File: src/rtl/rldf_pkg.sv
`timescale 1ns / 1ps

package rldf_pkg;

   // field widths
   localparam int unsigned BYTE_W      = 8;
   localparam int unsigned WORD_W      = 32;
   localparam int unsigned CELL_W      = 31;
   localparam int unsigned KIND_W      = 2;
   localparam int unsigned ERR_W       = 4;

   // register port
   localparam int unsigned CSR_ADDR_W  = 3;
   localparam int unsigned CSR_DATA_W  = 32;
   localparam logic [CELL_W-1:0] CELL_COUNT_RESET = CELL_W'(1);

   // register index, taken from the word address bits
   typedef enum logic {
      REG_CELL_COUNT = 1'b0
   } reg_index_type;

   // stream constants
   localparam logic [BYTE_W-1:0] ESC_MARK     = 8'hFF;
   localparam logic [WORD_W-1:0] TIME_REC_LEN = 32'd4;
   localparam logic [WORD_W-1:0] SIZE_REC_LEN = 32'd8;

   typedef enum logic [KIND_W-1:0] {
      KIND_RUN   = 2'd0,
      KIND_FRAME = 2'd1,
      KIND_ERROR = 2'd2
   } kind_type;

   typedef enum logic [ERR_W-1:0] {
      ERR_TIME_LEN    = 4'd0,
      ERR_TIME_END    = 4'd1,
      ERR_SIZE_LEN    = 4'd2,
      ERR_SIZE_END    = 4'd3,
      ERR_CELLS       = 4'd4,
      ERR_NEGATIVE    = 4'd5,
      ERR_PAYLOAD_LEN = 4'd6,
      ERR_MALFORMED   = 4'd7,
      ERR_OVERFLOW    = 4'd8,
      ERR_PAYLOAD_END = 4'd9,
      ERR_COUNT       = 4'd10
   } err_type;

endpackage

File: src/rtl/rldf_req_if.sv
`timescale 1ns / 1ps

interface rldf_req_if import rldf_pkg::*; ();
   logic              valid;
   logic              ready;
   logic [BYTE_W-1:0] data_byte;

   modport source (output valid, output data_byte, input ready);
   modport sink   (input valid, input data_byte, output ready);
endinterface

File: src/rtl/rldf_rsp_if.sv
`timescale 1ns / 1ps

interface rldf_rsp_if import rldf_pkg::*; ();
   logic              valid;
   logic              ready;
   logic [KIND_W-1:0] result_kind;
   logic [BYTE_W-1:0] run_value;
   logic [BYTE_W-1:0] run_length;
   logic [CELL_W-1:0] run_start;
   logic [WORD_W-1:0] frame_time_bits;
   logic [CELL_W-1:0] payload_bytes;
   logic [ERR_W-1:0]  error_code;

   modport source (output valid, output result_kind, output run_value, output run_length,
                   output run_start, output frame_time_bits, output payload_bytes,
                   output error_code, input ready);
   modport sink   (input valid, input result_kind, input run_value, input run_length,
                   input run_start, input frame_time_bits, input payload_bytes,
                   input error_code, output ready);
endinterface

File: src/rtl/record_framed_rle_frame_decoder.sv
`timescale 1ns / 1ps
// Frame stream decoder: record lengths checked, payload run-length decoded.
// An accepted byte's result word is registered and appears on rsp_chan in the next cycle.
// Throughput: one byte per cycle; the single result register is refilled
// in the cycle it is taken, so req stalls only while a result waits unread.
// Reset (synchronous, active high) returns to the time record length, clears
// all counters and the error latch, and sets cell_count to 1.

module record_framed_rle_frame_decoder import rldf_pkg::*; (
   input  logic                  clock,
   input  logic                  reset,
   rldf_req_if.sink              req_chan,
   rldf_rsp_if.source            rsp_chan,
   input  logic                  psel,
   input  logic                  penable,
   input  logic                  pwrite,
   input  logic [CSR_ADDR_W-1:0] paddr,
   input  logic [CSR_DATA_W-1:0] pwdata,
   output logic [CSR_DATA_W-1:0] prdata,
   output logic                  pready
);

   // Where we are in the frame
   typedef enum logic [3:0] {
      PH_TLEN = 4'd0,   // leading time length
      PH_TIME = 4'd1,
      PH_TEND = 4'd2,   // trailing time length
      PH_SLEN = 4'd3,   // leading size length
      PH_NIN  = 4'd4,   // cell count word
      PH_NOUT = 4'd5,   // payload size word
      PH_SEND = 4'd6,   // trailing size length
      PH_PLEN = 4'd7,   // leading payload length
      PH_PAY  = 4'd8,   // payload bytes
      PH_PEND = 4'd9    // trailing payload length
   } phase_type;

   // Escape sequence progress inside the payload
   typedef enum logic [1:0] {
      ESC_NONE  = 2'd0,
      ESC_VALUE = 2'd1,
      ESC_COUNT = 2'd2
   } esc_type;

   logic [CELL_W-1:0] cell_count;

   rldf_csr u_csr (
      .clock      (clock),
      .reset      (reset),
      .psel       (psel),
      .penable    (penable),
      .pwrite     (pwrite),
      .paddr      (paddr),
      .pwdata     (pwdata),
      .prdata     (prdata),
      .pready     (pready),
      .cell_count (cell_count)
   );

   // Decoder state
   phase_type         phase_ff,        phase_in;
   logic [1:0]        byte_idx_ff,     byte_idx_in;
   logic [WORD_W-1:0] word_ff,         word_in;
   logic [WORD_W-1:0] held_time_ff,    held_time_in;
   logic [WORD_W-1:0] pay_size_ff,     pay_size_in;
   logic [WORD_W-1:0] pay_left_ff,     pay_left_in;
   logic [CELL_W-1:0] cells_ff,        cells_in;
   esc_type           esc_ff,          esc_in;
   logic [BYTE_W-1:0] esc_value_ff,    esc_value_in;
   logic              err_latched_ff,  err_latched_in;

   // Result register
   logic              rsp_valid_ff,    rsp_valid_in;
   kind_type          kind_ff,         kind_in;
   logic [BYTE_W-1:0] run_value_ff,    run_value_in;
   logic [BYTE_W-1:0] run_length_ff,   run_length_in;
   logic [CELL_W-1:0] run_start_ff,    run_start_in;
   logic [WORD_W-1:0] time_bits_ff,    time_bits_in;
   logic [CELL_W-1:0] pay_bytes_ff,    pay_bytes_in;
   err_type           err_code_ff,     err_code_in;

   logic              accept;
   logic              emit;            // accepted byte yields a result word
   logic [BYTE_W-1:0] data_b;
   logic [WORD_W-1:0] full_word;       // word completed by this byte
   logic              run_req;
   logic [BYTE_W-1:0] run_val;
   logic [BYTE_W-1:0] run_len;
   logic [WORD_W-1:0] run_end;
   logic              run_ovf;
   logic [WORD_W-1:0] cell_count_w;

   // Result register frees up when taken, so a new byte can enter same cycle
   assign req_chan.ready = !rsp_valid_ff || rsp_chan.ready;
   assign accept         = req_chan.valid && req_chan.ready;
   assign data_b         = req_chan.data_byte;
   assign full_word      = {data_b, word_ff[WORD_W-BYTE_W-1:0]};
   assign cell_count_w   = WORD_W'(cell_count);

   // Run bounds check: start + len against the configured cell count
   assign run_end = WORD_W'(cells_ff) + WORD_W'(run_len);
   assign run_ovf = run_end > cell_count_w;

   always_comb begin
      phase_in       = phase_ff;
      byte_idx_in    = byte_idx_ff;
      word_in        = word_ff;
      held_time_in   = held_time_ff;
      pay_size_in    = pay_size_ff;
      pay_left_in    = pay_left_ff;
      cells_in       = cells_ff;
      esc_in         = esc_ff;
      esc_value_in   = esc_value_ff;
      err_latched_in = err_latched_ff;

      emit          = 1'b0;
      kind_in       = KIND_RUN;
      run_value_in  = '0;
      run_length_in = '0;
      run_start_in  = '0;
      time_bits_in  = '0;
      pay_bytes_in  = '0;
      err_code_in   = ERR_TIME_LEN;

      run_req = 1'b0;
      run_val = data_b;
      run_len = BYTE_W'(1);

      if (accept && !err_latched_ff) begin
         if (phase_ff == PH_PAY) begin
            pay_left_in = pay_left_ff - WORD_W'(1);
            unique case (esc_ff)
               ESC_NONE: begin
                  if (data_b == ESC_MARK) begin
                     esc_in = ESC_VALUE;
                  end else begin
                     run_req = 1'b1;
                  end
               end
               ESC_VALUE: begin
                  esc_value_in = data_b;
                  esc_in       = ESC_COUNT;
               end
               default: begin
                  esc_in  = ESC_NONE;
                  run_req = 1'b1;
                  run_val = esc_value_ff;
                  run_len = data_b;
               end
            endcase

            priority if (run_req && run_ovf) begin
               emit           = 1'b1;
               err_latched_in = 1'b1;
               kind_in        = KIND_ERROR;
               err_code_in    = ERR_OVERFLOW;
            end else begin
               // zero-length run passes the check but emits nothing
               if (run_req && (run_len != '0)) begin
                  emit          = 1'b1;
                  kind_in       = KIND_RUN;
                  run_value_in  = run_val;
                  run_length_in = run_len;
                  run_start_in  = cells_ff;
                  cells_in      = run_end[CELL_W-1:0];
               end
               if (pay_left_in == '0) begin
                  if (esc_in != ESC_NONE) begin
                     // payload ended inside an escape
                     emit           = 1'b1;
                     err_latched_in = 1'b1;
                     kind_in        = KIND_ERROR;
                     err_code_in    = ERR_MALFORMED;
                  end else begin
                     phase_in = PH_PEND;
                  end
               end
            end
         end else begin
            // little-endian length/data word assembly
            if (byte_idx_ff == 2'd3) begin
               word_in     = '0;
               byte_idx_in = 2'd0;
            end else begin
               word_in[{byte_idx_ff, 3'b000} +: BYTE_W] = data_b;
               byte_idx_in = byte_idx_ff + 2'd1;
            end

            if (byte_idx_ff == 2'd3) begin
               unique case (phase_ff)
                  PH_TLEN: begin
                     if (full_word != TIME_REC_LEN) begin
                        emit = 1'b1; err_latched_in = 1'b1;
                        kind_in = KIND_ERROR; err_code_in = ERR_TIME_LEN;
                     end else begin
                        phase_in = PH_TIME;
                     end
                  end
                  PH_TIME: begin
                     held_time_in = full_word;
                     phase_in     = PH_TEND;
                  end
                  PH_TEND: begin
                     if (full_word != TIME_REC_LEN) begin
                        emit = 1'b1; err_latched_in = 1'b1;
                        kind_in = KIND_ERROR; err_code_in = ERR_TIME_END;
                     end else begin
                        phase_in = PH_SLEN;
                     end
                  end
                  PH_SLEN: begin
                     if (full_word != SIZE_REC_LEN) begin
                        emit = 1'b1; err_latched_in = 1'b1;
                        kind_in = KIND_ERROR; err_code_in = ERR_SIZE_LEN;
                     end else begin
                        phase_in = PH_NIN;
                     end
                  end
                  PH_NIN: begin
                     // cell count word parks in pay_left until checked
                     pay_left_in = full_word;
                     phase_in    = PH_NOUT;
                  end
                  PH_NOUT: begin
                     pay_size_in = full_word;
                     phase_in    = PH_SEND;
                  end
                  PH_SEND: begin
                     priority if (full_word != SIZE_REC_LEN) begin
                        emit = 1'b1; err_latched_in = 1'b1;
                        kind_in = KIND_ERROR; err_code_in = ERR_SIZE_END;
                     end else if (pay_left_ff != cell_count_w) begin
                        emit = 1'b1; err_latched_in = 1'b1;
                        kind_in = KIND_ERROR; err_code_in = ERR_CELLS;
                     end else if (pay_size_ff[WORD_W-1]) begin
                        emit = 1'b1; err_latched_in = 1'b1;
                        kind_in = KIND_ERROR; err_code_in = ERR_NEGATIVE;
                     end else begin
                        phase_in = PH_PLEN;
                     end
                  end
                  PH_PLEN: begin
                     if (full_word != pay_size_ff) begin
                        emit = 1'b1; err_latched_in = 1'b1;
                        kind_in = KIND_ERROR; err_code_in = ERR_PAYLOAD_LEN;
                     end else begin
                        pay_left_in = pay_size_ff;
                        cells_in    = '0;
                        esc_in      = ESC_NONE;
                        phase_in    = (pay_size_ff == '0) ? PH_PEND : PH_PAY;
                     end
                  end
                  PH_PEND: begin
                     priority if (full_word != pay_size_ff) begin
                        emit = 1'b1; err_latched_in = 1'b1;
                        kind_in = KIND_ERROR; err_code_in = ERR_PAYLOAD_END;
                     end else if (WORD_W'(cells_ff) != cell_count_w) begin
                        emit = 1'b1; err_latched_in = 1'b1;
                        kind_in = KIND_ERROR; err_code_in = ERR_COUNT;
                     end else begin
                        emit         = 1'b1;
                        kind_in      = KIND_FRAME;
                        time_bits_in = held_time_ff;
                        pay_bytes_in = pay_size_ff[CELL_W-1:0];
                        phase_in     = PH_TLEN;
                     end
                  end
                  default: begin
                     phase_in = PH_TLEN;
                  end
               endcase
            end
         end
      end

      // Result register: load on a new result, drop when taken
      if (emit) begin
         rsp_valid_in = 1'b1;
      end else if (rsp_chan.ready) begin
         rsp_valid_in = 1'b0;
      end else begin
         rsp_valid_in = rsp_valid_ff;
      end
   end

   always_ff @(posedge clock) begin
      if (reset) begin
         phase_ff       <= PH_TLEN;
         byte_idx_ff    <= '0;
         word_ff        <= '0;
         held_time_ff   <= '0;
         pay_size_ff    <= '0;
         pay_left_ff    <= '0;
         cells_ff       <= '0;
         esc_ff         <= ESC_NONE;
         esc_value_ff   <= '0;
         err_latched_ff <= 1'b0;
         rsp_valid_ff   <= 1'b0;
      end else begin
         phase_ff       <= phase_in;
         byte_idx_ff    <= byte_idx_in;
         word_ff        <= word_in;
         held_time_ff   <= held_time_in;
         pay_size_ff    <= pay_size_in;
         pay_left_ff    <= pay_left_in;
         cells_ff       <= cells_in;
         esc_ff         <= esc_in;
         esc_value_ff   <= esc_value_in;
         err_latched_ff <= err_latched_in;
         rsp_valid_ff   <= rsp_valid_in;
      end
   end

   // Result payload, no reset needed
   always_ff @(posedge clock) begin
      if (emit) begin
         kind_ff       <= kind_in;
         run_value_ff  <= run_value_in;
         run_length_ff <= run_length_in;
         run_start_ff  <= run_start_in;
         time_bits_ff  <= time_bits_in;
         pay_bytes_ff  <= pay_bytes_in;
         err_code_ff   <= err_code_in;
      end
   end

   assign rsp_chan.valid           = rsp_valid_ff;
   assign rsp_chan.result_kind     = kind_ff;
   assign rsp_chan.run_value       = run_value_ff;
   assign rsp_chan.run_length      = run_length_ff;
   assign rsp_chan.run_start       = run_start_ff;
   assign rsp_chan.frame_time_bits = time_bits_ff;
   assign rsp_chan.payload_bytes   = pay_bytes_ff;
   assign rsp_chan.error_code      = (kind_ff == KIND_ERROR) ? err_code_ff : ERR_TIME_LEN;

   // Once latched, the decoder never produces another word
   a_err_silent: assert property (@(posedge clock) disable iff (reset)
      err_latched_ff |-> !emit)
      else $error("result produced after error latch");

   // A shown run always covers at least one cell
   a_run_nonzero: assert property (@(posedge clock) disable iff (reset)
      (rsp_valid_ff && (kind_ff == KIND_RUN)) |-> (run_length_ff != '0))
      else $error("zero-length run shown");

   // Escape progress exists only inside the payload
   a_esc_in_payload: assert property (@(posedge clock) disable iff (reset)
      (esc_ff != ESC_NONE) |-> (phase_ff == PH_PAY))
      else $error("escape state outside payload");

   // An error word sets the latch for the following cycle
   a_err_latches: assert property (@(posedge clock) disable iff (reset)
      (emit && (kind_in == KIND_ERROR)) |=> err_latched_ff)
      else $error("error word without latch");

endmodule

File: src/rtl/rldf_csr.sv
`timescale 1ns / 1ps

module rldf_csr import rldf_pkg::*; (
   input  logic                  clock,
   input  logic                  reset,
   input  logic                  psel,
   input  logic                  penable,
   input  logic                  pwrite,
   input  logic [CSR_ADDR_W-1:0] paddr,
   input  logic [CSR_DATA_W-1:0] pwdata,
   output logic [CSR_DATA_W-1:0] prdata,
   output logic                  pready,
   output logic [CELL_W-1:0]     cell_count
);

   logic [CELL_W-1:0] cell_count_ff;
   logic [CELL_W-1:0] cell_count_in;
   reg_index_type     reg_index;
   logic              wr_en;

   assign reg_index = reg_index_type'(paddr[CSR_ADDR_W-1]);
   assign wr_en     = psel && penable && pwrite;
   assign pready    = 1'b1;

   always_comb begin
      cell_count_in = cell_count_ff;
      if (wr_en && (reg_index == REG_CELL_COUNT)) begin
         cell_count_in = pwdata[CELL_W-1:0];
      end
   end

   always_ff @(posedge clock) begin
      if (reset) begin
         cell_count_ff <= CELL_COUNT_RESET;
      end else begin
         cell_count_ff <= cell_count_in;
      end
   end

   always_comb begin
      unique case (reg_index)
         REG_CELL_COUNT: prdata = CSR_DATA_W'(cell_count_ff);
         default:        prdata = '0;
      endcase
   end

   assign cell_count = cell_count_ff;

endmodule

File: src/flat_wrapper.sv
// flat-port wrapper written by rule: the top's interface ports become plain ports
module record_framed_rle_frame_decoder_flat import rldf_pkg::*;
  (clock, reset, psel, penable, pwrite, paddr, pwdata, prdata, pready, req_chan_valid, req_chan_data_byte, req_chan_ready, rsp_chan_valid, rsp_chan_result_kind, rsp_chan_run_value, rsp_chan_run_length, rsp_chan_run_start, rsp_chan_frame_time_bits, rsp_chan_payload_bytes, rsp_chan_error_code, rsp_chan_ready);
  rldf_req_if req_chan_i ();
  rldf_rsp_if rsp_chan_i ();
  input  logic clock;
  input  logic reset;
  input  logic psel;
  input  logic penable;
  input  logic pwrite;
  input  logic [CSR_ADDR_W-1:0] paddr;
  input  logic [CSR_DATA_W-1:0] pwdata;
  output logic [CSR_DATA_W-1:0] prdata;
  output logic pready;
  input wire logic [$bits(req_chan_i.valid)-1:0] req_chan_valid;
  input wire logic [$bits(req_chan_i.data_byte)-1:0] req_chan_data_byte;
  output wire logic [$bits(req_chan_i.ready)-1:0] req_chan_ready;
  output wire logic [$bits(rsp_chan_i.valid)-1:0] rsp_chan_valid;
  output wire logic [$bits(rsp_chan_i.result_kind)-1:0] rsp_chan_result_kind;
  output wire logic [$bits(rsp_chan_i.run_value)-1:0] rsp_chan_run_value;
  output wire logic [$bits(rsp_chan_i.run_length)-1:0] rsp_chan_run_length;
  output wire logic [$bits(rsp_chan_i.run_start)-1:0] rsp_chan_run_start;
  output wire logic [$bits(rsp_chan_i.frame_time_bits)-1:0] rsp_chan_frame_time_bits;
  output wire logic [$bits(rsp_chan_i.payload_bytes)-1:0] rsp_chan_payload_bytes;
  output wire logic [$bits(rsp_chan_i.error_code)-1:0] rsp_chan_error_code;
  input wire logic [$bits(rsp_chan_i.ready)-1:0] rsp_chan_ready;
  assign req_chan_i.valid = req_chan_valid;
  assign req_chan_i.data_byte = req_chan_data_byte;
  assign req_chan_ready = req_chan_i.ready;
  assign rsp_chan_valid = rsp_chan_i.valid;
  assign rsp_chan_result_kind = rsp_chan_i.result_kind;
  assign rsp_chan_run_value = rsp_chan_i.run_value;
  assign rsp_chan_run_length = rsp_chan_i.run_length;
  assign rsp_chan_run_start = rsp_chan_i.run_start;
  assign rsp_chan_frame_time_bits = rsp_chan_i.frame_time_bits;
  assign rsp_chan_payload_bytes = rsp_chan_i.payload_bytes;
  assign rsp_chan_error_code = rsp_chan_i.error_code;
  assign rsp_chan_i.ready = rsp_chan_ready;
  record_framed_rle_frame_decoder u_core (.clock(clock), .reset(reset), .req_chan(req_chan_i), .rsp_chan(rsp_chan_i), .psel(psel), .penable(penable), .pwrite(pwrite), .paddr(paddr), .pwdata(pwdata), .prdata(prdata), .pready(pready));
endmodule
File: config.mk
export PLATFORM = sky130hd
export DESIGN_NAME = record_framed_rle_frame_decoder_flat
export DESIGN_NICKNAME = d
export VERILOG_FILES = /design/src/rtl/rldf_pkg.sv /design/src/rtl/rldf_req_if.sv /design/src/rtl/rldf_rsp_if.sv /design/src/rtl/record_framed_rle_frame_decoder.sv /design/src/rtl/rldf_csr.sv /design/src/flat_wrapper.sv
export SDC_FILE = /design/constraint.sdc
export NUM_CORES = 1
export LEC_CHECK = 0
export BUFFER_PORTS_ARGS = -buffer_cell sky130_fd_sc_hd__buf_2
export CAP_MARGIN = 0
export CORE_MARGIN = 2
export CORE_UTILIZATION = 53
export DETAILED_ROUTE_END_ITERATION = 10
export GPL_TIMING_DRIVEN = 0
export PLACE_DENSITY = 0.74
export SLEW_MARGIN = 20
export SYNTH_ARGS = -nofsm -noshare
export SYNTH_HDL_FRONTEND = slang
export SYNTH_SLANG_ARGS = --single-unit
File: constraint.sdc
create_clock -name clock -period 12.5 [get_ports clock]
set_clock_uncertainty 0.05 [all_clocks]
set_input_delay 0.625 -clock clock [delete_from_list [all_inputs] [get_ports clock]]
set_output_delay 0.625 -clock clock [all_outputs]
set_load 0.01 [all_outputs]
Word-level counts from Yosys, hierarchy flattened

Index checks and enable logic that the tools add are counted.
W data, S select, Z words.

Word-level logic and storage cells: 212
Register bits after elaboration: 324
Input port bits: 50

Eq/ne operators: 39
Add/subtract/negate cells: 4
Bitwise gates (word level): 6
Magnitude comparators: 1
Reductions and logical operators: 34
Mux-type cells: 107
Shifts and indexed selects: 2

Operator list:

| operator                 | count |
|---|---|
| $mux W31                 | 7 |
| $mux W32                 | 4 |
| $mux W4                  | 23 |
| $logic_not A32 Y1        | 2 |
| $pmux W32 S2             | 1 |
| $mux W8                  | 6 |
| $mux W2                  | 22 |
| $pmux W4 S9              | 1 |
| $mux W1                  | 33 |
| $add A31 B8 Y32          | 1 |
| $bwmux W32               | 1 |
| $gt A32 B31 Y1           | 1 |
| $ne A32 B3 Y1 const B    | 1 |
| $ne A32 B31 Y1           | 1 |
| $ne A32 B32 Y1           | 1 |
| $ne A32 B4 Y1 const B    | 1 |
| $shift A8 B7 Y32 const A | 1 |
| $shiftx A8 B7 Y32        | 1 |
| $sub A32 B1 Y32 const B  | 1 |
| $ne A31 B31 Y1           | 1 |
| $ne A3 B2 Y1 const B     | 8 |
| $pmux W4 S5              | 1 |
| $eq A4 B3 Y1 const B     | 4 |
| $reduce_and A4 Y1        | 4 |
| 37 further kinds         | 66 |

Depth between registers and ports, before layout

Depth after elaboration: 14
Mapped depth: 27
Mapped depth without buffers: 23

Modules after synthesis

A second synthesis with hierarchy kept.

Cells, all modules: 1949
Area, all modules: 17065.1 sq um

Modules (own cells, without submodules):

| module                          | times used | area an instance (sq um) | cells an instance |
|---|---|---|---|
| record_framed_rle_frame_decoder | 1          | 15417.3                  | 1776 |
| rldf_csr                        | 1          | 1647.8                   | 173 |

Least setup slack after synthesis

No wires, ideal clock.

Path kind: input to register
From: input rsp_chan_ready
To: register u_core.err_code_ff[0], enable pin
Data required time: 11.810 ns
Setup slack: 1.093 ns
Setup time: 0.640 ns
Cell stages on the path: 21
Data arrival time: 10.717 ns
Path through: nand2b_1 clkbuf_1 nand3_1 nor2_1 clkbuf_1 nand3_1 fa_1 nor2b_1 o21ai_0 a21boi_1 o211ai_1 nor2_1 and4_1 xor2_1 ha_1 nand4_1 nor4bb_1 nand2_1 o21ai_1 o32ai_1 a22oi_1

Cells in the longest elaborated chain, start to end: 10

RTL lines:

| what                    | RTL line                               | text |
|---|---|---|
| start: declaration      | flat_wrapper.sv:26                     | `input wire logic [$bits(rsp_chan_i.ready)-1:0] rsp_chan_ready;` |
| $logic_or A1 B1 Y1 (*)  | record_framed_rle_frame_decoder.sv:93  | `assign req_chan.ready = !rsp_valid_ff \|\| rsp_chan.ready;` |
| net req_chan_ready      | flat_wrapper.sv:17                     | `output wire logic [$bits(req_chan_i.ready)-1:0] req_chan_ready;` |
| $logic_and A1 B1 Y1 (*) | record_framed_rle_frame_decoder.sv:94  | `assign accept = req_chan.valid && req_chan.ready;` |
| $logic_and A1 B1 Y1 (*) | record_framed_rle_frame_decoder.sv:128 | `if (accept && !err_latched_ff) begin` |
| $mux W8                 | record_framed_rle_frame_decoder.sv:128 |  |
| $add A31 B8 Y32         | record_framed_rle_frame_decoder.sv:100 | `assign run_end = WORD_W'(cells_ff) + WORD_W'(run_len);` |
| $gt A32 B31 Y1          | record_framed_rle_frame_decoder.sv:101 | `assign run_ovf = run_end > cell_count_w;` |
| $logic_and A1 B1 Y1     | record_framed_rle_frame_decoder.sv:151 | `priority if (run_req && run_ovf) begin` |
| $mux W1                 | record_framed_rle_frame_decoder.sv:151 |  |
| $mux W1                 | record_framed_rle_frame_decoder.sv:129 | `if (phase_ff == PH_PAY) begin` |
| $mux W1 (*)             | record_framed_rle_frame_decoder.sv:128 |  |
| net u_core.emit         | record_framed_rle_frame_decoder.sv:82  | `logic emit;` |
| end signal: assignment  | record_framed_rle_frame_decoder.sv:322 | `err_code_ff <= err_code_in;` |
| end: declaration        | record_framed_rle_frame_decoder.sv:79  | `err_type err_code_ff, err_code_in;` |

The timed path passes the listed nets; every way through them passes the cells marked *.
A chain may end at the register's enable or synchronous reset.

Worst setup path after layout

From: register u_core.phase_ff[1]
To: register u_core.cells_ff[11]

Cells in the longest elaborated chain, start to end: 8
Elaborated cells between the ends (all ways): 16

RTL lines:

| what                               | RTL line                               | text |
|---|---|---|
| start: declaration                 | record_framed_rle_frame_decoder.sv:60  | `phase_type phase_ff, phase_in;` |
| start signal: assignment           | record_framed_rle_frame_decoder.sv:299 | `phase_ff <= phase_in;` |
| $eq A4 B4 Y1                       | record_framed_rle_frame_decoder.sv:129 |  |
| $mux W8                            | record_framed_rle_frame_decoder.sv:129 |  |
| $mux W8                            | record_framed_rle_frame_decoder.sv:128 |  |
| $add A31 B8 Y32                    | record_framed_rle_frame_decoder.sv:100 |  |
| $gt A32 B31 Y1                     | record_framed_rle_frame_decoder.sv:101 |  |
| $logic_and A1 B1 Y1                | record_framed_rle_frame_decoder.sv:151 |  |
| $ne A2 B2 Y1 (no source line)      | --                                     |  |
| $reduce_and A6 Y1 (no source line) | --                                     |  |
| end signal: assignment             | record_framed_rle_frame_decoder.sv:305 | `cells_ff <= cells_in;` |
| end: declaration                   | record_framed_rle_frame_decoder.sv:66  | `logic [CELL_W-1:0] cells_ff, cells_in;` |

Parallel ways exist; a longest one is shown, timed or not. The select of a mux whose other input is x is not followed.

==> impl_metrics.py <==
metrics = {
    "worst_setup_path": {
        "critical_path.cell_chain": "clkbuf_1, nor2_1, nand3b_1, nor2_1, clkbuf_1, nand3_1, inv_1, ha_1, a211oi_1, o211ai_1, nor3b_1, nand3_1, xnor2_1, ha_1, nand4_1, nor4_1, nand2_1, a22oi_1, o21ai_1, nor3_1, clkbuf_1, a21oi_1, a311oi_1",
        "cp_data_required_time_ps": 12880,
        "path_delay_family": "simple AND/OR/NAND/NOR gates",
        "r2r_start": "u_core.phase_ff[1]",
        "crit_path_top_delay_cell": "nor4_1",
        "cp-start-kind": "register",
        "r2r_slack_ps": 3760,
        "cp.depth": 23,
        "critPathLaunch": "u_core.phase_ff[1]",
        "crit_type": "reg -> reg",
        "critPathMostFrequentCell": "clkbuf_1",
        "worstSetupEndpointType": "register",
        "crit_path_max_fanout": 10,
        "crit_end": "u_core.cells_ff[11]",
        "reg2reg_to": "u_core.cells_ff[11]",
        "cp_num_buf_inv": 4,
        "max_stage_delay_ps": 900,
        "worstPathArrival_ps": 9120,
        "ff2ff_path_depth": 23,
    },
    "logic_synthesis": {
        "muxShareOfSynthArea_pct": 1.26,
        "synth_cell_type_count": 82,
        "synth_fa_ha_area_share_pct": 3.54,
        "ys_seq_area_share_pct": 44.5,
        "synthCells": 1982,
        "syn_nets": 2079,
        "synth-main-ff-cell": "dfxtp_1",
        "synth_top_area_share_pct": 23.8,
        "synthArstFlopShare_pct": 0,
        "synth_compound_area_share_pct": 14.0,
        "synth_xor_area_share_pct": 6.82,
        "synth-simple-area-share_pct": 25.3,
        "avgSynthCellArea_um2": 8.49,
        "synth_area_leaders": "dfxtp_1 24%, edfxtp_1 21%, nand2_1 7.8%",
        "syn_area_um2": 16800,
        "ys_ff_latch": 316,
        "synth_area_leader_cell": "dfxtp_1",
        "yosysWarnings": 0,
        "synth_edf_count": 116,
        "synth_top_family_by_area": "simple AND/OR/NAND/NOR gates",
    },
    "worst_hold_path": {
        "hold_path_class": "in -> reg",
        "whs_path_depth": 3,
    },
    "grt": {
        "grt_pass1_vias": 14900,
        "antenna_found_initial": 0,
        "grt_start_max_net_pins": 17,
        "grt_pass1_wl_um": 90300,
        "globalRouteOverflowTotal": 0,
        "track_usage_pct": 35.5,
    },
    "layout": {
        "drive_gt1_share_pct": 12.7,
        "stdcell_area_um2": 19500,
        "final_cell_mix": "348 x nand2_1, 202 x a21oi_1, 200 x dfxtp_1",
        "area_growth_pct": 16.0,
        "mostFrequentLayoutCell": "nand2_1",
        "nets": 2319,
        "final_core_util_pct": 62.2,
    },
    "power": {
        "power_switching_w": 0.000553,
        "p_per_area_nw_per_um2": 115,
        "p_int_w": 0.00169,
        "pwr-share-clk_pct": 45.2,
        "peakVddDrop_uv": 91.6,
        "power.share.sequential_pct": 48.3,
        "p_leak_nw": 7.44,
        "power_w": 0.00224,
        "switching_share_pct": 24.7,
        "p_comb_share_pct": 6.5,
    },
    "detailed_routing": {
        "wl_um": 60200,
        "vias_per_cell": 6.14,
        "first_iter_violations": 2052,
        "vias": 16300,
        "post_drt_wl_per_cell_um": 22.7,
        "drcViolationCount": 0,
        "drtPass1Iterations": 5,
        "ant_nets": 0,
    },
    "timing": {
        "finalSetupTns_ps": 0,
        "setup_slack_ps": 3760,
        "post-route-period-util_pct": 69.9,
        "slew_headroom_pct": 29.3,
        "finalSetupViolations": 0,
        "post-route-min-period_ps": 8740,
        "worstMarginPinSlew_ps": 1060,
        "timing_hold_violations_final": 0,
        "max_freq_ghz": 0.114,
        "finalMaxSlewViolations": 0,
        "rsz0062_at_grt": "no",
    },
    "place": {
        "post_dp_cell_area_um2": 18400,
        "place_hpwl_um": 46000,
        "preCtsSetupSlack_ps": 4080,
        "gp_routability_congestion": 1.04,
        "port_buffers": 195,
    },
    "clock_tree": {
        "postCtsSetupBuffers": 0,
        "path_clk_slew_ps": 60,
        "htreeDepth": 2,
        "clock-sinks": 316,
        "cts_resized": 0,
        "cts_hold_buf": 0,
        "clk_latency_ps": 540,
        "clockBufferDepth": 3,
        "cts_buffers": 35,
        "ctsRootBufferMaster": "clkbuf_16",
        "cts_tree": "done",
    },
    "floorplan": {
        "rows": 65,
        "core_region_area_um2": 31400,
        "fp.dieH_um": 182,
        "io_pins": 201,
        "start_util_pct": 53.6,
        "die_area_um2": 33200,
        "fp.dieW_um": 182,
    },
    "job": {
        "maxCapViolCount": 0,
    },
    "outcome": {
        "outcome": "complete, no violations",
    },
}
state kept, by name (all words and copies together), names as in the netlist, 4 cells and up:
signal                           flops
u_core.rsp_chan.run_length           8
u_core.esc_value_ff                  8
u_core.u_csr.cell_count             31
u_core.err_code_ff                   4
u_core.rsp_chan.run_value            8
u_core.cells_ff                     31
u_core.phase_ff                      4
u_core.held_time_ff                 32
u_core.pay_left_ff                  32
u_core.rsp_chan.frame_time_bits     32
u_core.rsp_chan.payload_bytes       31
u_core.rsp_chan.run_start           31
u_core.word_ff                      24
u_core.pay_size_ff                  32
through the flow:
step                      hold slack, ps  cells
final                                286   2652
after global routing                 297   2651
after CTS                            278   2651
after detailed placement             392   2587
after global placement               390   2579
after floorplan                      382   1982
routing by layer:
metal | GRT usage (%) | part of all wire, % | up-vias
li1 | - | - | 7420
met1 | 49.7 | 42 | 7729
met2 | 55.3 | 44 | 952
met3 | 5.13 | 9.7 | 174
met4 | 14.5 | 4.3 | 0
met5 | 0 | 0 | -
area by class of cell:
type / instances / area, um2
Tap cell: 402 / 503
Sequential cell: 316 / 7490
Timing Repair Buffer: 203 / 1070
Clock inverter: 16 / 130
Buffer: 143 / 563
Multi-Input combinational cell: 1467 / 8580
Fill cell: 2810 / 11900
Antenna cell: 1 / 2.50
Inverter: 56 / 210
Clock buffer: 48 / 975
synth_stat cells, types with 19 or more instances:
master / n
nand2_1: 348
a21oi_1: 202
dfxtp_1: 200
nor2_1: 138
clkbuf_1: 130
edfxtp_1: 116
and2_1: 106
xor2_1: 74
nand3_1: 62
o21ai_0: 57
xnor2_1: 57
inv_1: 56
nor4_1: 48
ha_1: 46
nor3_1: 37
nand4_1: 32
and3_1: 23
a22oi_1: 22
mux2i_1: 20
a31oi_1: 19
power groups by stage:
stage          Clock [W]  Sequential (W)  Combinational (W)
6_report         0.00101         0.00108           0.000146
5_1_grt          0.00105         0.00108           0.000155
4_1_cts          0.00101         0.00108           0.000140
3_5_place_dp           0         0.00110           0.000140
3_3_place_gp           0         0.00111           0.000137
2_1_floorplan          0         0.00110          0.0000838
worst register-to-register path, cell delays in order (launching register included):
cell	delay (ps)
dfxtp_1	300
clkbuf_1	220
nor2_1	380
nand3b_1	460
nor2_1	320
clkbuf_1	400
nand3_1	230
inv_1	120
ha_1	160
a211oi_1	100
o211ai_1	220
nor3b_1	880
nand3_1	400
xnor2_1	230
ha_1	330
nand4_1	230
nor4_1	900
nand2_1	170
a22oi_1	370
o21ai_1	360
nor3_1	690
clkbuf_1	640
a21oi_1	180
a311oi_1	300
kinds of logic after synthesis:
| kind of cell | Yosys count |
|---|---|
| buf+inv | 199 |
| mux | 21 |
| compound gates | 394 |
| flops | 316 |
| simple gates | 872 |
| other cells | 2 |
| fa+ha+maj | 47 |
| xor+xnor | 131 |
worst min path at each step:
stage / from / to / slack, ps
after floorplan: u_core.held_time_ff[0] / u_core.held_time_ff[0] / 380
after global placement: u_core.held_time_ff[28] / u_core.held_time_ff[28] / 390
after detailed placement: u_core.held_time_ff[1] / u_core.held_time_ff[1] / 390
after CTS: pwdata[19] / u_core.u_csr.cell_count[19] / 280
after global routing: pwdata[16] / u_core.u_csr.cell_count[16] / 300
final: pwdata[19] / u_core.u_csr.cell_count[19] / 290
(Power assumes the default switching activity.)
